### config.mk
export PLATFORM = sky130hd
export DESIGN_NAME = framed_byte_receiver_unit
export DESIGN_NICKNAME = d
export VERILOG_FILES = /design/src/sv/fbr_pkg.sv /design/src/sv/fbr_cfg_regs.sv /design/src/sv/fbr_frame_ctrl.sv /design/src/sv/framed_byte_receiver_unit.sv
export SDC_FILE = /design/constraint.sdc
export NUM_CORES = 1
export LEC_CHECK = 0
export BUFFER_PORTS_ARGS = -buffer_cell sky130_fd_sc_hd__buf_2
export CORE_ASPECT_RATIO = 1.2
export CORE_MARGIN = 2
export CORE_UTILIZATION = 45
export CTS_BUF_LIST = sky130_fd_sc_hd__clkbuf_16
export CTS_CLUSTER_DIAMETER = 150
export DETAILED_ROUTE_END_ITERATION = 8
export PLACE_DENSITY = 0.65
export SYNTH_ARGS = -nofsm -noshare
export SYNTH_HDL_FRONTEND = slang
export SYNTH_SLANG_ARGS = --single-unit
### constraint.sdc
create_clock -name clk_i -period 3.2 [get_ports clk_i]
set_input_delay 0.8 -clock clk_i [delete_from_list [all_inputs] [get_ports clk_i]]
set_output_delay 0.8 -clock clk_i [all_outputs]
set_load 0.05 [all_outputs]
### src/sv/fbr_pkg.sv
// ----------------------------------------------------------------------------
// fbr_pkg
// Shared types and constants of the framed byte receiver.
// ----------------------------------------------------------------------------
package fbr_pkg;

  localparam int unsigned ByteW   = 8;
  localparam int unsigned CfgIdxW = 2;

  localparam logic [ByteW-1:0] RstStartByte    = 8'd36;
  localparam logic [ByteW-1:0] RstMaxLength    = 8'd16;
  localparam logic [ByteW-1:0] RstSlotDivide   = 8'd10;
  localparam logic [ByteW-1:0] RstTimeoutSlots = 8'd100;
  localparam logic [ByteW-1:0] StuffByte       = 8'h00;

  typedef enum logic [CfgIdxW-1:0] {
    REG_START_BYTE    = 2'd0,
    REG_MAX_LENGTH    = 2'd1,
    REG_SLOT_DIVIDE   = 2'd2,
    REG_TIMEOUT_SLOTS = 2'd3
  } cfg_reg_e;

  typedef enum logic [2:0] {
    ST_OK         = 3'd0,
    ST_STRAY      = 3'd1,
    ST_TIMEOUT    = 3'd2,
    ST_ZERO_LEN   = 3'd3,
    ST_TOO_LONG   = 3'd4,
    ST_BAD_STUFF  = 3'd5,
    ST_BAD_CSUM   = 3'd6
  } status_e;

  typedef struct packed {
    logic [ByteW-1:0] start_byte;
    logic [ByteW-1:0] max_length;
    logic [ByteW-1:0] slot_divide;
    logic [ByteW-1:0] timeout_slots;
  } cfg_t;

  typedef struct packed {
    logic             take_byte;
    logic             data_valid;
    logic [ByteW-1:0] data_index;
    logic [ByteW-1:0] data_byte;
    logic             status_valid;
    status_e          status_code;
    logic [ByteW-1:0] frame_length;
  } res_t;

endpackage

### src/sv/fbr_cfg_regs.sv
// ----------------------------------------------------------------------------
// fbr_cfg_regs
// Configuration register file written through the cfg channel.
// ----------------------------------------------------------------------------
module fbr_cfg_regs
  import fbr_pkg::*;
(
  input  logic               clk_i,
  input  logic               rst_ni,
  input  logic               cfg_valid_i,
  output logic               cfg_ready_o,
  input  logic [CfgIdxW-1:0] cfg_index_i,
  input  logic [ByteW-1:0]   cfg_data_i,
  output cfg_t               cfg_o
);

  cfg_t cfg_q, cfg_d;

  assign cfg_ready_o = 1'b1;
  assign cfg_o       = cfg_q;

  always_comb begin
    cfg_d = cfg_q;
    if (cfg_valid_i) begin
      unique case (cfg_reg_e'(cfg_index_i))
        REG_START_BYTE:    cfg_d.start_byte    = cfg_data_i;
        REG_MAX_LENGTH:    cfg_d.max_length    = cfg_data_i;
        REG_SLOT_DIVIDE:   cfg_d.slot_divide   = cfg_data_i;
        REG_TIMEOUT_SLOTS: cfg_d.timeout_slots = cfg_data_i;
        default:           cfg_d = cfg_q;
      endcase
    end
  end

  always_ff @(posedge clk_i or negedge rst_ni) begin
    if (!rst_ni) begin
      cfg_q.start_byte    <= RstStartByte;
      cfg_q.max_length    <= RstMaxLength;
      cfg_q.slot_divide   <= RstSlotDivide;
      cfg_q.timeout_slots <= RstTimeoutSlots;
    end else begin
      cfg_q <= cfg_d;
    end
  end

endmodule

### src/sv/fbr_frame_ctrl.sv
// ----------------------------------------------------------------------------
// fbr_frame_ctrl
// Frame state machine: slot timing, timeout, length check, stuffing, checksum.
// ----------------------------------------------------------------------------
module fbr_frame_ctrl
  import fbr_pkg::*;
(
  input  logic             clk_i,
  input  logic             rst_ni,
  input  cfg_t             cfg_i,
  input  logic             step_i,
  input  logic             byte_ready_i,
  input  logic [ByteW-1:0] rx_byte_i,
  output res_t             res_o
);

  typedef enum logic [2:0] {
    PH_START  = 3'd0,
    PH_LENGTH = 3'd1,
    PH_DATA   = 3'd2,
    PH_ZERO   = 3'd3,
    PH_CHECK  = 3'd4
  } phase_e;

  phase_e           phase_q, phase_d;
  logic [ByteW-1:0] slot_q, slot_d;
  logic [ByteW-1:0] wait_q, wait_d;
  logic [ByteW-1:0] seen_q, seen_d;
  logic [ByteW-1:0] len_q, len_d;
  logic [ByteW-1:0] sum_q, sum_d;
  logic [ByteW-1:0] slot_inc, wait_inc, seen_inc;
  res_t             res;

  assign slot_inc = slot_q + 8'd1;
  assign wait_inc = wait_q + 8'd1;
  assign seen_inc = seen_q + 8'd1;

  always_comb begin
    phase_d = phase_q;
    slot_d  = slot_q;
    wait_d  = wait_q;
    seen_d  = seen_q;
    len_d   = len_q;
    sum_d   = sum_q;
    res     = '0;
    if (phase_q == PH_START) begin
      if (byte_ready_i) begin
        res.take_byte = 1'b1;
        if (rx_byte_i == cfg_i.start_byte) begin
          wait_d  = '0;
          phase_d = PH_LENGTH;
        end else begin
          res.status_valid = 1'b1;
          res.status_code  = ST_STRAY;
        end
      end
    end else if (slot_inc < cfg_i.slot_divide) begin
      slot_d = slot_inc;
    end else begin
      slot_d = '0;
      wait_d = wait_inc;
      if (wait_inc >= cfg_i.timeout_slots) begin
        res.status_valid = 1'b1;
        res.status_code  = ST_TIMEOUT;
        phase_d          = PH_START;
      end else if (byte_ready_i) begin
        res.take_byte = 1'b1;
        wait_d        = '0;
        unique case (phase_q)
          PH_LENGTH: begin
            len_d = rx_byte_i;
            if (rx_byte_i == '0) begin
              res.status_valid = 1'b1;
              res.status_code  = ST_ZERO_LEN;
              phase_d          = PH_START;
            end else if (rx_byte_i > cfg_i.max_length) begin
              res.status_valid = 1'b1;
              res.status_code  = ST_TOO_LONG;
              phase_d          = PH_START;
            end else begin
              seen_d  = '0;
              sum_d   = '0;
              phase_d = PH_DATA;
            end
          end
          PH_DATA: begin
            res.data_valid = 1'b1;
            res.data_index = seen_q;
            res.data_byte  = rx_byte_i;
            sum_d          = sum_q + rx_byte_i;
            seen_d         = seen_inc;
            if (rx_byte_i == cfg_i.start_byte) begin
              phase_d = PH_ZERO;
            end else if (seen_inc == len_q) begin
              phase_d = PH_CHECK;
            end
          end
          PH_ZERO: begin
            if (rx_byte_i != StuffByte) begin
              res.status_valid = 1'b1;
              res.status_code  = ST_BAD_STUFF;
              phase_d          = PH_START;
            end else if (seen_q < len_q) begin
              phase_d = PH_DATA;
            end else begin
              phase_d = PH_CHECK;
            end
          end
          PH_CHECK: begin
            res.status_valid = 1'b1;
            res.status_code  = (rx_byte_i == sum_q) ? ST_OK : ST_BAD_CSUM;
            phase_d          = PH_START;
          end
          default: phase_d = PH_START;
        endcase
      end
    end
    res.frame_length = len_d;
  end

  assign res_o = res;

  always_ff @(posedge clk_i or negedge rst_ni) begin
    if (!rst_ni) begin
      phase_q <= PH_START;
      slot_q  <= '0;
      wait_q  <= '0;
      seen_q  <= '0;
      len_q   <= '0;
      sum_q   <= '0;
    end else if (step_i) begin
      phase_q <= phase_d;
      slot_q  <= slot_d;
      wait_q  <= wait_d;
      seen_q  <= seen_d;
      len_q   <= len_d;
      sum_q   <= sum_d;
    end
  end

endmodule

### src/sv/framed_byte_receiver_unit.sv
// ----------------------------------------------------------------------------
// framed_byte_receiver_unit
// Receives start-byte framed, zero-stuffed, sum-checked frames one tick per
// item.
//
//  channel  | direction | handshake                 | payload
//  ---------+-----------+---------------------------+--------------------------
//  in       | input     | in_valid_i / in_stall_o   | byte_ready_i, rx_byte_i
//  out      | output    | out_valid_o / out_stall_i | take_byte_o .. frame_length_o
//  cfg      | input     | cfg_valid_i / cfg_ready_o | cfg_index_i, cfg_data_i
//
// One item per cycle sustained when unstalled. Each item passes the input register,
// then the frame state machine into the result register. The result register and
// the input register advance together, so a new item is taken while a result waits
// as long as the result register is free or being drained. Reset returns the frame
// state to waiting for a start byte and loads the register defaults.
// ----------------------------------------------------------------------------
module framed_byte_receiver_unit
  import fbr_pkg::*;
(
  input  logic               clk_i,
  input  logic               rst_ni,
  input  logic               in_valid_i,
  output logic               in_stall_o,
  input  logic               byte_ready_i,
  input  logic [ByteW-1:0]   rx_byte_i,
  output logic               out_valid_o,
  input  logic               out_stall_i,
  output logic               take_byte_o,
  output logic               data_valid_o,
  output logic [ByteW-1:0]   data_index_o,
  output logic [ByteW-1:0]   data_byte_o,
  output logic               status_valid_o,
  output logic [2:0]         status_code_o,
  output logic [ByteW-1:0]   frame_length_o,
  input  logic               cfg_valid_i,
  output logic               cfg_ready_o,
  input  logic [CfgIdxW-1:0] cfg_index_i,
  input  logic [ByteW-1:0]   cfg_data_i
);

  cfg_t             cfg;
  res_t             res;
  res_t             res_q;
  logic             in_valid_q, in_valid_d;
  logic             in_ready_q;
  logic [ByteW-1:0] in_byte_q;
  logic             out_valid_q, out_valid_d;
  logic             advance;
  logic             in_accept;

  fbr_cfg_regs u_cfg (
    .clk_i       (clk_i),
    .rst_ni      (rst_ni),
    .cfg_valid_i (cfg_valid_i),
    .cfg_ready_o (cfg_ready_o),
    .cfg_index_i (cfg_index_i),
    .cfg_data_i  (cfg_data_i),
    .cfg_o       (cfg)
  );

  fbr_frame_ctrl u_ctrl (
    .clk_i        (clk_i),
    .rst_ni       (rst_ni),
    .cfg_i        (cfg),
    .step_i       (advance),
    .byte_ready_i (in_ready_q),
    .rx_byte_i    (in_byte_q),
    .res_o        (res)
  );

  assign advance    = in_valid_q && (!out_valid_q || !out_stall_i);
  assign in_stall_o = in_valid_q && !advance;
  assign in_accept  = in_valid_i && !in_stall_o;

  always_comb begin
    in_valid_d = in_valid_q;
    if (in_accept) begin
      in_valid_d = 1'b1;
    end else if (advance) begin
      in_valid_d = 1'b0;
    end
    out_valid_d = out_valid_q;
    if (advance) begin
      out_valid_d = 1'b1;
    end else if (!out_stall_i) begin
      out_valid_d = 1'b0;
    end
  end

  always_ff @(posedge clk_i or negedge rst_ni) begin
    if (!rst_ni) begin
      in_valid_q  <= 1'b0;
      out_valid_q <= 1'b0;
    end else begin
      in_valid_q  <= in_valid_d;
      out_valid_q <= out_valid_d;
    end
  end

  always_ff @(posedge clk_i) begin
    if (in_accept) begin
      in_ready_q <= byte_ready_i;
      in_byte_q  <= rx_byte_i;
    end
    if (advance) begin
      res_q <= res;
    end
  end

  assign out_valid_o    = out_valid_q;
  assign take_byte_o    = res_q.take_byte;
  assign data_valid_o   = res_q.data_valid;
  assign data_index_o   = res_q.data_index;
  assign data_byte_o    = res_q.data_byte;
  assign status_valid_o = res_q.status_valid;
  assign status_code_o  = res_q.status_code;
  assign frame_length_o = res_q.frame_length;

endmodule

==> results.py, run 1 <==
metrics = {
    "run_status": {
        "status": "completed",
    },
    "cells_and_area": {
        "fin_nets": 718,
        "layout_commonest_cell": "dfrtp_1",
        "syn_to_final_growth_pct": 18.9,
        "final_util_pct": 54.5,
        "drive_gt1_share_pct": 25.9,
        "antenna_cells": 0,
        "nFillCells": 1218,
        "layout_common_cells": "dfrtp_1, buf_2, nand2_1",
    },
    "run": {
        "cap_violations": 0,
    },
    "clock_network": {
        "cts_root_buffer": "clkbuf_16",
        "cts_buffer_depth": 2,
        "cts_tree": "built",
        "cts_made_buffers": 17,
        "clk_latency_ps": 430,
        "htree_num_levels": 4,
        "clk_pin_slew_ps": 60,
        "clkSinkCount": 116,
    },
    "min_path": {
        "min_path_type": "reg -> reg",
    },
    "die": {
        "num_rows": 47,
        "pin_count": 57,
        "die_area_sq_um": 15000,
        "core_sq_um": 13800,
        "die_w_microns": 112,
        "die_h_microns": 134,
        "initial_utilization_pct": 45.8,
    },
    "global_routing": {
        "grt_pass1_vias": 4869,
        "overflow": 0,
        "grt_usage_pct": 20.3,
        "antenna_found_initial": 0,
        "grt_pass1_wl_mm": 23.9,
        "grt_max_degree": 78,
    },
    "route": {
        "drc": 0,
        "wl_mm": 14.5,
        "first_pass_iters": 5,
        "wl_per_cell_microns": 17.4,
        "drtIter0Drc": 270,
        "ant_nets": 0,
        "vias_per_cell": 5.55,
        "vias": 4639,
    },
    "setup_path": {
        "required_ps": 3370,
        "arrival_ps": 3230,
        "cp_max_fo": 8,
        "critPathLaunchType": "register",
        "crit_type": "reg -> reg",
        "end_kind": "register",
    },
    "timing": {
        "finalCritPeriodShare_pct": 95.6,
        "fin_skew_ps": 12.7,
        "worst_pin_slew_ps": 974,
        "setup_viol": 0,
        "rsz0062_at_grt": "no",
        "hold_viol": 0,
        "timing.fmax_ghz": 0.327,
        "finalSetupTns_ps": 0,
        "fin_ws_ps": 141,
        "fin_crit_ps": 3060,
        "slew_viol_final": 0,
        "slew-limit-headroom_pct": 35.1,
    },
    "placement": {
        "dp_slack_ps": 4.63,
        "port_buffers": 55,
        "gp_congestion": 0.943,
        "dp_hpwl_mm": 10.5,
    },
    "synthesis": {
        "yosys_warnings": 0,
        "syn_avg_cell_area_sq_um": 11.0,
        "syn_inst": 571,
        "synth_area_leaders": "dfrtp_1, edfxtp_1, ha_1",
        "seq_area_frac_synth_pct": 49.3,
        "synth_top_area_share_pct": 27.4,
        "ys.flop_type": "dfrtp_1",
        "synthesis.area_sq_um": 6310,
        "ys_ff_latch": 116,
        "synth_nets": 637,
        "async_flop_share_pct": 66.4,
        "synth_edf_count": 39,
        "synth.largest_area_cell": "dfrtp_1",
        "synthDistinctLibCells": 67,
    },
    "pwr": {
        "power.density_nw_per_um2": 667,
        "cellLeakagePower_nw": 3.40,
        "ir_worst_vdd_uv": 360,
        "p_total_mw": 5.00,
    },
}
area by class of cell:
cell class                 instances  area (sq um)  area share, %
tap                              171           214           2.85
inverter                          36           135           1.80
sequential                       116          3110           41.5
timing repair buffer              76           448           5.97
clock buffer                      19           475           6.34
clock inverter                    13          96.3           1.28
multi-input combinational        405          3020           40.3
per-stage QoR:
| step | hold slack (ps) | cells | area, sq um |
|---|---|---|---|
| 6_report | 491 | 836 | 7500 |
| 5_1_grt | 506 | 836 | 7500 |
| 4_1_cts | 487 | 829 | 7420 |
| 3_5_place_dp | 475 | 794 | 6830 |
| 3_3_place_gp | 467 | 794 | 6830 |
| 2_1_floorplan | 453 | 571 | 6310 |
worst paths after layout:
kind	slack (ps)	endpoint	startpoint	cells past startpoint
setup / recovery	140	frame_length_o[0]$_DFFE_PP_	u_ctrl.wait_q[0]$_DFFE_PN0P_	12
hold / removal	490	u_ctrl.sum_q[4]$_DFFE_PN0P_	u_ctrl.sum_q[4]$_DFFE_PN0P_	2
setup reg to reg	140	frame_length_o[0]$_DFFE_PP_	u_ctrl.wait_q[0]$_DFFE_PN0P_	12
hold reg to reg	490	u_ctrl.sum_q[4]$_DFFE_PN0P_	u_ctrl.sum_q[4]$_DFFE_PN0P_	2
max in group asynchronous	2000	u_ctrl.wait_q[0]$_DFFE_PN0P_	rst_ni	1
min in group asynchronous	540	u_ctrl.wait_q[6]$_DFFE_PN0P_	rst_ni	1
layer usage:
layer / part of all wire (%) / wire (microns) / vias up / global-route usage [%]
met1: 41 / 6010 / 2272 / 23.4
met3: 3.5 / 505 / 35 / 4.05
met4: 3.0 / 433 / 0 / 9.76
li1: - / - / 2229 / -
met5: 0 / 0 / - / 0
met2: 52 / 7560 / 103 / 36.1
kinds of logic after synthesis:
| family | share of synthesized area (%) |
|---|---|
| mux | 8.73 |
| buf+inv | 3.25 |
| flops | 49.3 |
| xor+xnor | 4.86 |
| simple gates | 14.1 |
| fa+ha+maj | 8.45 |
| compound gates | 11.2 |
| other cells | 0.0594 |
power by group:
group / total (mW) / switching, mW / internal [mW] / leakage, nW
Sequential: 1.97 / 0.197 / 1.77 / 1.36
Clock: 1.81 / 0.723 / 1.08 / 0.275
Combinational: 1.23 / 0.732 / 0.495 / 1.77
synthesized netlist by cell type, drive strengths merged (2+ instances only):
cell type	n
or2	2
dfstp	8
o41ai	4
a211oi	5
ha	41
and3	7
edfxtp	39
o21a	4
o21ai	34
clkbuf	9
mux2	48
a31oi	3
nor2b	3
o31ai	12
and2	16
or3	2
dfrtp	69
nand3b	3
nand2b	10
nand4	3
inv	36
o211ai	3
xnor2	15
a22o	5
nand2	52
nor4	7
xor2	20
a21o	9
buf	5
nor3	10
a21oi	16
a221oi	2
nor3b	2
nand3	25
nor2	26
worst max-delay path, stage by stage, from the launching register on:
cell      delay, ps
dfrtp_2         400
ha_1            200
nand3_1         130
nor2_1          150
xor2_1          200
ha_1            270
a21o_1          160
a221oi_1        310
buf_4           230
nand3_4         120
nor2_2          170
buf_12          140
mux2_2          330
sequential cells by signal, summed over array words and instances (netlist names):
name and cells:
status_valid_o 1, data_index_o 8, frame_length_o 8, u_ctrl.slot_q 8, data_valid_o 1, status_code_o 3, take_byte_o 1, data_byte_o 8
in_ready_q 1, u_ctrl.sum_q 8, u_ctrl.phase_q 3, in_byte_q 8, u_ctrl.seen_q 8, u_ctrl.len_q 8, u_cfg.cfg_o 32, u_ctrl.wait_q 8
in_valid_q 1, out_valid_o 1
what timing repair did:
action / in CTS / in global routing
hold endpoints to repair: 0 / 0
hold buffers: 0 / 0
setup endpoints to repair: 16 / 20
gates resized for setup: 0 / 7
pin swaps: 1 / 4
setup buffers: 3 / 7
Note: power is estimated with default switching activity, not from simulation.
==> run 2, diff against run 1 <==
--- a/config.mk
+++ b/config.mk
@@ -6,13 +6,15 @@
 export NUM_CORES = 1
 export LEC_CHECK = 0
 export BUFFER_PORTS_ARGS = -buffer_cell sky130_fd_sc_hd__buf_2
+export CELL_PAD_IN_SITES_DETAIL_PLACEMENT = 0
+export CELL_PAD_IN_SITES_GLOBAL_PLACEMENT = 1
 export CORE_ASPECT_RATIO = 1.2
 export CORE_MARGIN = 2
-export CORE_UTILIZATION = 45
+export CORE_UTILIZATION = 43
 export CTS_BUF_LIST = sky130_fd_sc_hd__clkbuf_16
 export CTS_CLUSTER_DIAMETER = 150
 export DETAILED_ROUTE_END_ITERATION = 8
-export PLACE_DENSITY = 0.65
+export PLACE_DENSITY = 0.75
 export SYNTH_ARGS = -nofsm -noshare
 export SYNTH_HDL_FRONTEND = slang
 export SYNTH_SLANG_ARGS = --single-unit
==> results.py, run 2 (synthesis results as in run 1) <==
metrics = {
    "placement": {
        "gp_congestion": 0.879,
        "port_buffers": 55,
        "dpl_cell_area_sq_um": 6860,
        "dp_hpwl_mm": 10.4,
    },
    "cells_and_area": {
        "drive_gt1_share_pct": 25.8,
        "fin_nets": 720,
        "syn_to_final_growth_pct": 19.4,
        "layout_commonest_cell": "dfrtp_1",
        "layout_common_cells": "dfrtp_1, buf_2, nand2_1",
        "antenna_cells": 0,
        "final_util_pct": 52.5,
        "final_area_sq_um": 7530,
        "nFillCells": 1262,
        "largest_register_ffs": 32,
        "regArea_sq_um": 3110,
        "multi_input_area_sq_um": 3050,
    },
    "setup_path": {
        "required_ps": 3360,
        "crit_type": "reg -> reg",
        "worst_path_max_delay_cell": "dfrtp_1",
        "cp_max_fo": 8,
        "path_cells": "ha_2 -> nand2b_1 -> nand2_1 -> ha_1 -> a21o_1 -> a31oi_1 -> o21ai_1 -> a221oi_2 -> buf_4 -> nand3_4 -> nor2_4 -> buf_6 -> mux2_2",
        "end_kind": "register",
        "critPathLaunchType": "register",
        "slowest_delay_ps": 420,
        "arrival_ps": 3200,
    },
    "clock_network": {
        "htree_num_levels": 4,
        "clk_latency_ps": 420,
        "clkSinkCount": 116,
        "postCtsHoldBufs": 0,
        "cts_buffer_depth": 2,
        "cts_root_buffer": "clkbuf_16",
        "cts_tree": "built",
        "clk_pin_slew_ps": 50,
        "cts_made_buffers": 17,
    },
    "pwr": {
        "power.density_nw_per_um2": 659,
        "p_total_mw": 4.97,
        "cellLeakagePower_nw": 3.42,
        "ir_worst_vdd_uv": 391,
    },
    "route": {
        "vias": 4635,
        "drtIter0Drc": 223,
        "vias_per_cell": 5.50,
        "first_pass_iters": 4,
        "drc": 0,
        "wl_mm": 14.7,
        "wl_per_cell_microns": 17.4,
        "ant_nets": 0,
    },
    "die": {
        "initial_utilization_pct": 44.0,
        "core_sq_um": 14400,
        "num_rows": 48,
        "pin_count": 57,
        "die_h_microns": 137,
        "die_w_microns": 115,
        "die_area_sq_um": 15700,
    },
    "timing": {
        "rsz0062_at_grt": "yes",
        "holdWs_ps": 485,
        "hold_viol": 0,
        "fin_skew_ps": 10.6,
        "fin_crit_ps": 3040,
        "finalCritPeriodShare_pct": 95.1,
        "slew-limit-headroom_pct": 33.5,
        "slew_viol_final": 0,
        "setup_viol": 0,
        "finalSetupTns_ps": 0,
        "worst_pin_slew_ps": 997,
        "timing.fmax_ghz": 0.329,
    },
    "run": {
        "cap_violations": 0,
    },
    "global_routing": {
        "overflow": 0,
        "grt_pass1_vias": 4672,
        "grt_pass1_wl_mm": 23.5,
        "grt_usage_pct": 19.8,
        "antenna_found_initial": 0,
        "grt_max_degree": 78,
    },
    "run_status": {
        "status": "completed",
    },
    "min_path": {
        "min_path_type": "reg -> reg",
    },
}
## run 2: cell count changes in the layout (fill, tap and decap cells not counted), sizes merged
cell,previous run,this run
clkbuf,19,18
bufinv,0,1
inv,42,40
clkinvlp,4,3
clkdlybuf4s15,0,1
buf,76,77
clkinv,3,6
## run 2: layout make-up
type                            instances  area share (%)
Clock buffer                           18            5.98
Clock inverter                         14            1.28
Inverter                               36            1.79
Multi-Input combinational cell        405            40.5
Sequential cell                       116            41.3
Tap cell                              175            2.91
Timing Repair Buffer                   78            6.25
## run 2: final timing paths
kind	from	end	slack, ps	cells past startpoint
max in group asynchronous	rst_ni	u_ctrl.seen_q[7]$_DFFE_PN0P_	2010	1
min in group asynchronous	rst_ni	u_cfg.cfg_o[25]$_DFFE_PN0P_	530	1
worst min register to register	u_ctrl.sum_q[2]$_DFFE_PN0P_	u_ctrl.sum_q[2]$_DFFE_PN0P_	490	2
worst max-delay path	u_ctrl.wait_q[0]$_DFFE_PN0P_	frame_length_o[7]$_DFFE_PP_	160	13
worst max register to register	u_ctrl.wait_q[0]$_DFFE_PN0P_	frame_length_o[7]$_DFFE_PP_	160	13
worst min-delay path	u_ctrl.sum_q[2]$_DFFE_PN0P_	u_ctrl.sum_q[2]$_DFFE_PN0P_	490	2
## run 2: layer usage
| metal | vias up | routed length (microns) | track usage, % | part of all wire (%) |
|---|---|---|---|---|
| li1 | 2230 | - | - | - |
| met1 | 2285 | 6080 | 22.6 | 41 |
| met2 | 99 | 7770 | 35.3 | 53 |
| met3 | 21 | 493 | 4.87 | 3.4 |
| met4 | 0 | 316 | 7.99 | 2.2 |
| met5 | - | 0 | 0 | 0 |
## run 2: worst max-delay path: cells and delay by family (launching register included)
kind	cells	cell delay (ps)
compound gates	4	720
fa+ha+maj	2	520
simple gates	4	430
flops	1	420
buf+inv	2	350
mux	1	340
## run 2: report_power, final
group / internal (mW) / switching, mW / total [mW]
clock: 1.09 / 0.659 / 1.75
combinational: 0.511 / 0.750 / 1.26
sequential: 1.77 / 0.187 / 1.96
## run 2: repair_timing
action	4_1_cts	5_1_grt
setup endpoints to repair	0	19
gates resized for setup	0	12
setup buffers	0	6
## run 2: per-stage QoR
| stage | std cells | worst slack, ps |
|---|---|---|
| floorplan | 571 | 190 |
| global placement | 803 | 125 |
| detailed placement | 803 | 54.1 |
| CTS | 835 | 36.9 |
| global route | 842 | -50.7 |
| finish | 842 | 158 |
==> run 3, diff against run 2 <==
--- a/config.mk
+++ b/config.mk
@@ -15,6 +15,7 @@
 export CTS_CLUSTER_DIAMETER = 150
 export DETAILED_ROUTE_END_ITERATION = 8
 export PLACE_DENSITY = 0.75
+export REMOVE_ABC_BUFFERS = 1
 export SYNTH_ARGS = -nofsm -noshare
 export SYNTH_HDL_FRONTEND = slang
 export SYNTH_SLANG_ARGS = --single-unit
==> results.py, run 3 (synthesis results as in run 1) <==
metrics = {
    "run_status": {
        "status": "completed",
    },
    "route": {
        "first_pass_iters": 4,
        "vias_per_cell": 5.50,
        "wl_per_cell_microns": 17.1,
        "drc": 0,
        "drtIter0Drc": 237,
        "ant_nets": 0,
        "vias": 4655,
        "wl_mm": 14.5,
    },
    "die": {
        "num_rows": 48,
        "die_area_sq_um": 15700,
        "initial_utilization_pct": 44.0,
        "core_sq_um": 14400,
        "die_w_microns": 115,
        "die_h_microns": 137,
        "pin_count": 57,
    },
    "global_routing": {
        "overflow": 0,
        "grt_usage_pct": 19.7,
        "grt_max_degree": 78,
        "antenna_found_initial": 0,
        "met1_usage_pct": 24.0,
        "use_met3_pct": 4.25,
        "met2_usage_pct": 33.7,
        "grt_pass1_wl_mm": 23.4,
        "grt_pass1_vias": 4621,
        "grt-busiest-layer": "met2",
    },
    "cells_and_area": {
        "syn_to_final_growth_pct": 20.6,
        "fin_nets": 725,
        "final_area_sq_um": 7610,
        "antenna_cells": 0,
        "multi_input_area_sq_um": 3020,
        "instances_no_fill": 847,
        "nFillCells": 1266,
        "layout_common_cells": "dfrtp_1, buf_2, nand2_1",
        "drive_gt1_share_pct": 25.6,
        "final_util_pct": 53.0,
        "largest_register_ffs": 32,
        "layout_commonest_cell": "dfrtp_1",
        "regArea_sq_um": 3110,
    },
    "placement": {
        "place_inst": 805,
        "dpl_cell_area_sq_um": 6870,
        "dp_hpwl_mm": 10.3,
        "port_buffers": 55,
        "gp_congestion": 0.898,
    },
    "clock_network": {
        "clkSinkCount": 116,
        "cts_root_buffer": "clkbuf_16",
        "postCtsHoldBufs": 0,
        "cts_made_buffers": 17,
        "clk_pin_slew_ps": 50,
        "clk_latency_ps": 420,
        "htree_num_levels": 4,
        "cts_buffer_depth": 2,
        "cts_tree": "built",
    },
    "timing": {
        "timing.fmax_ghz": 0.324,
        "setup_viol": 0,
        "slew_viol_final": 0,
        "holdWs_ps": 483,
        "rsz0062_at_grt": "yes",
        "fin_crit_ps": 3080,
        "finalCritPeriodShare_pct": 96.4,
        "slew-limit-headroom_pct": 33.3,
        "worst_pin_slew_ps": 1000,
        "fin_skew_ps": 7.73,
        "hold_viol": 0,
    },
    "setup_path": {
        "crit_type": "reg -> reg",
        "r2r-start": "u_ctrl.wait_q[0]$_DFFE_PN0P_",
        "arrival_ps": 3240,
        "end_kind": "register",
        "cp_max_fo": 8,
        "startpoint": "u_ctrl.wait_q[0]$_DFFE_PN0P_",
        "slowest_delay_ps": 420,
        "path_cells": "and3_1 -> nand3_1 -> nor2_1 -> xor2_1 -> ha_1 -> and3_1 -> a221oi_4 -> buf_6 -> nand3_4 -> nor2_2 -> buf_6 -> mux2_2",
        "worst_path_max_delay_cell": "dfrtp_1",
        "critPathLaunchType": "register",
        "required_ps": 3360,
    },
    "pwr": {
        "cellLeakagePower_nw": 3.47,
        "ir_worst_vdd_uv": 595,
        "p_total_mw": 5.21,
        "power.density_nw_per_um2": 685,
    },
    "run": {
        "cap_violations": 0,
    },
    "min_path": {
        "worstHoldStart": "u_ctrl.sum_q[2]$_DFFE_PN0P_",
        "min_path_type": "reg -> reg",
    },
}
[run 3: cell types whose count changed in the layout (fill, tap and decap cells not counted), sizes merged]
cell      change
inv           -1
clkinvlp      -1
bufinv        +4
clkbuf        -1
buf           +5
clkinv        -1
[run 3: final cells by class]
type,count,share of cell area [%]
Clock inverter,15,2.60
Inverter,36,1.78
Sequential cell,116,40.9
Clock buffer,17,5.59
Multi-Input combinational cell,405,39.7
Timing Repair Buffer,83,6.56
Tap cell,175,2.88
[run 3: repair_timing]
item / CTS / global route
gates resized for setup: 0 / 7
buffers inserted: 0 / 9
endpoints found under the hold margin: 0 / 0
setup endpoints to repair: 0 / 20
[run 3: final timing paths]
path	to	depth (start not counted)	slack (ps)
worst max-delay path	frame_length_o[7]$_DFFE_PP_	12	120
worst min-delay path	u_ctrl.sum_q[2]$_DFFE_PN0P_	2	480
max in group asynchronous	u_ctrl.wait_q[6]$_DFFE_PN0P_	1	2000
min in group asynchronous	u_cfg.cfg_o[25]$_DFFE_PN0P_	1	530
worst min register to register	u_ctrl.sum_q[2]$_DFFE_PN0P_	2	480
worst max register to register	frame_length_o[7]$_DFFE_PP_	12	120
[run 3: worst max-delay path, delay by kind of cell (launching register included)]
| kind | cells | cell delay, ps |
|---|---|---|
| AO/OA/AOI/OAI | 1 | 290 |
| XOR/XNOR | 1 | 230 |
| adder cells (fa/ha/maj) | 1 | 310 |
| buffers and inverters | 2 | 320 |
| flip-flops | 1 | 420 |
| multiplexers | 1 | 330 |
| AND/OR/NAND/NOR | 6 | 910 |
[run 3: layer usage]
layer	part of all wire, %	routed length, microns
met5	0	0
met4	2.4	352
met3	3.0	429
met2	51	7330
met1	44	6350
[run 3: stage by stage]
step                      setup TNS (ps)  setup slack, ps
final                                  0              116
after global placement                 0              108
after floorplan                    -9580             -734
after global routing                -717            -55.9
after CTS                              0             18.5
after detailed placement               0             20.8
[run 3: report_power, final]
part / internal [mW] / switching, mW
sequential: 1.77 / 0.191
combinational: 0.511 / 0.733
clock: 1.36 / 0.645
total: 3.64 / 1.57
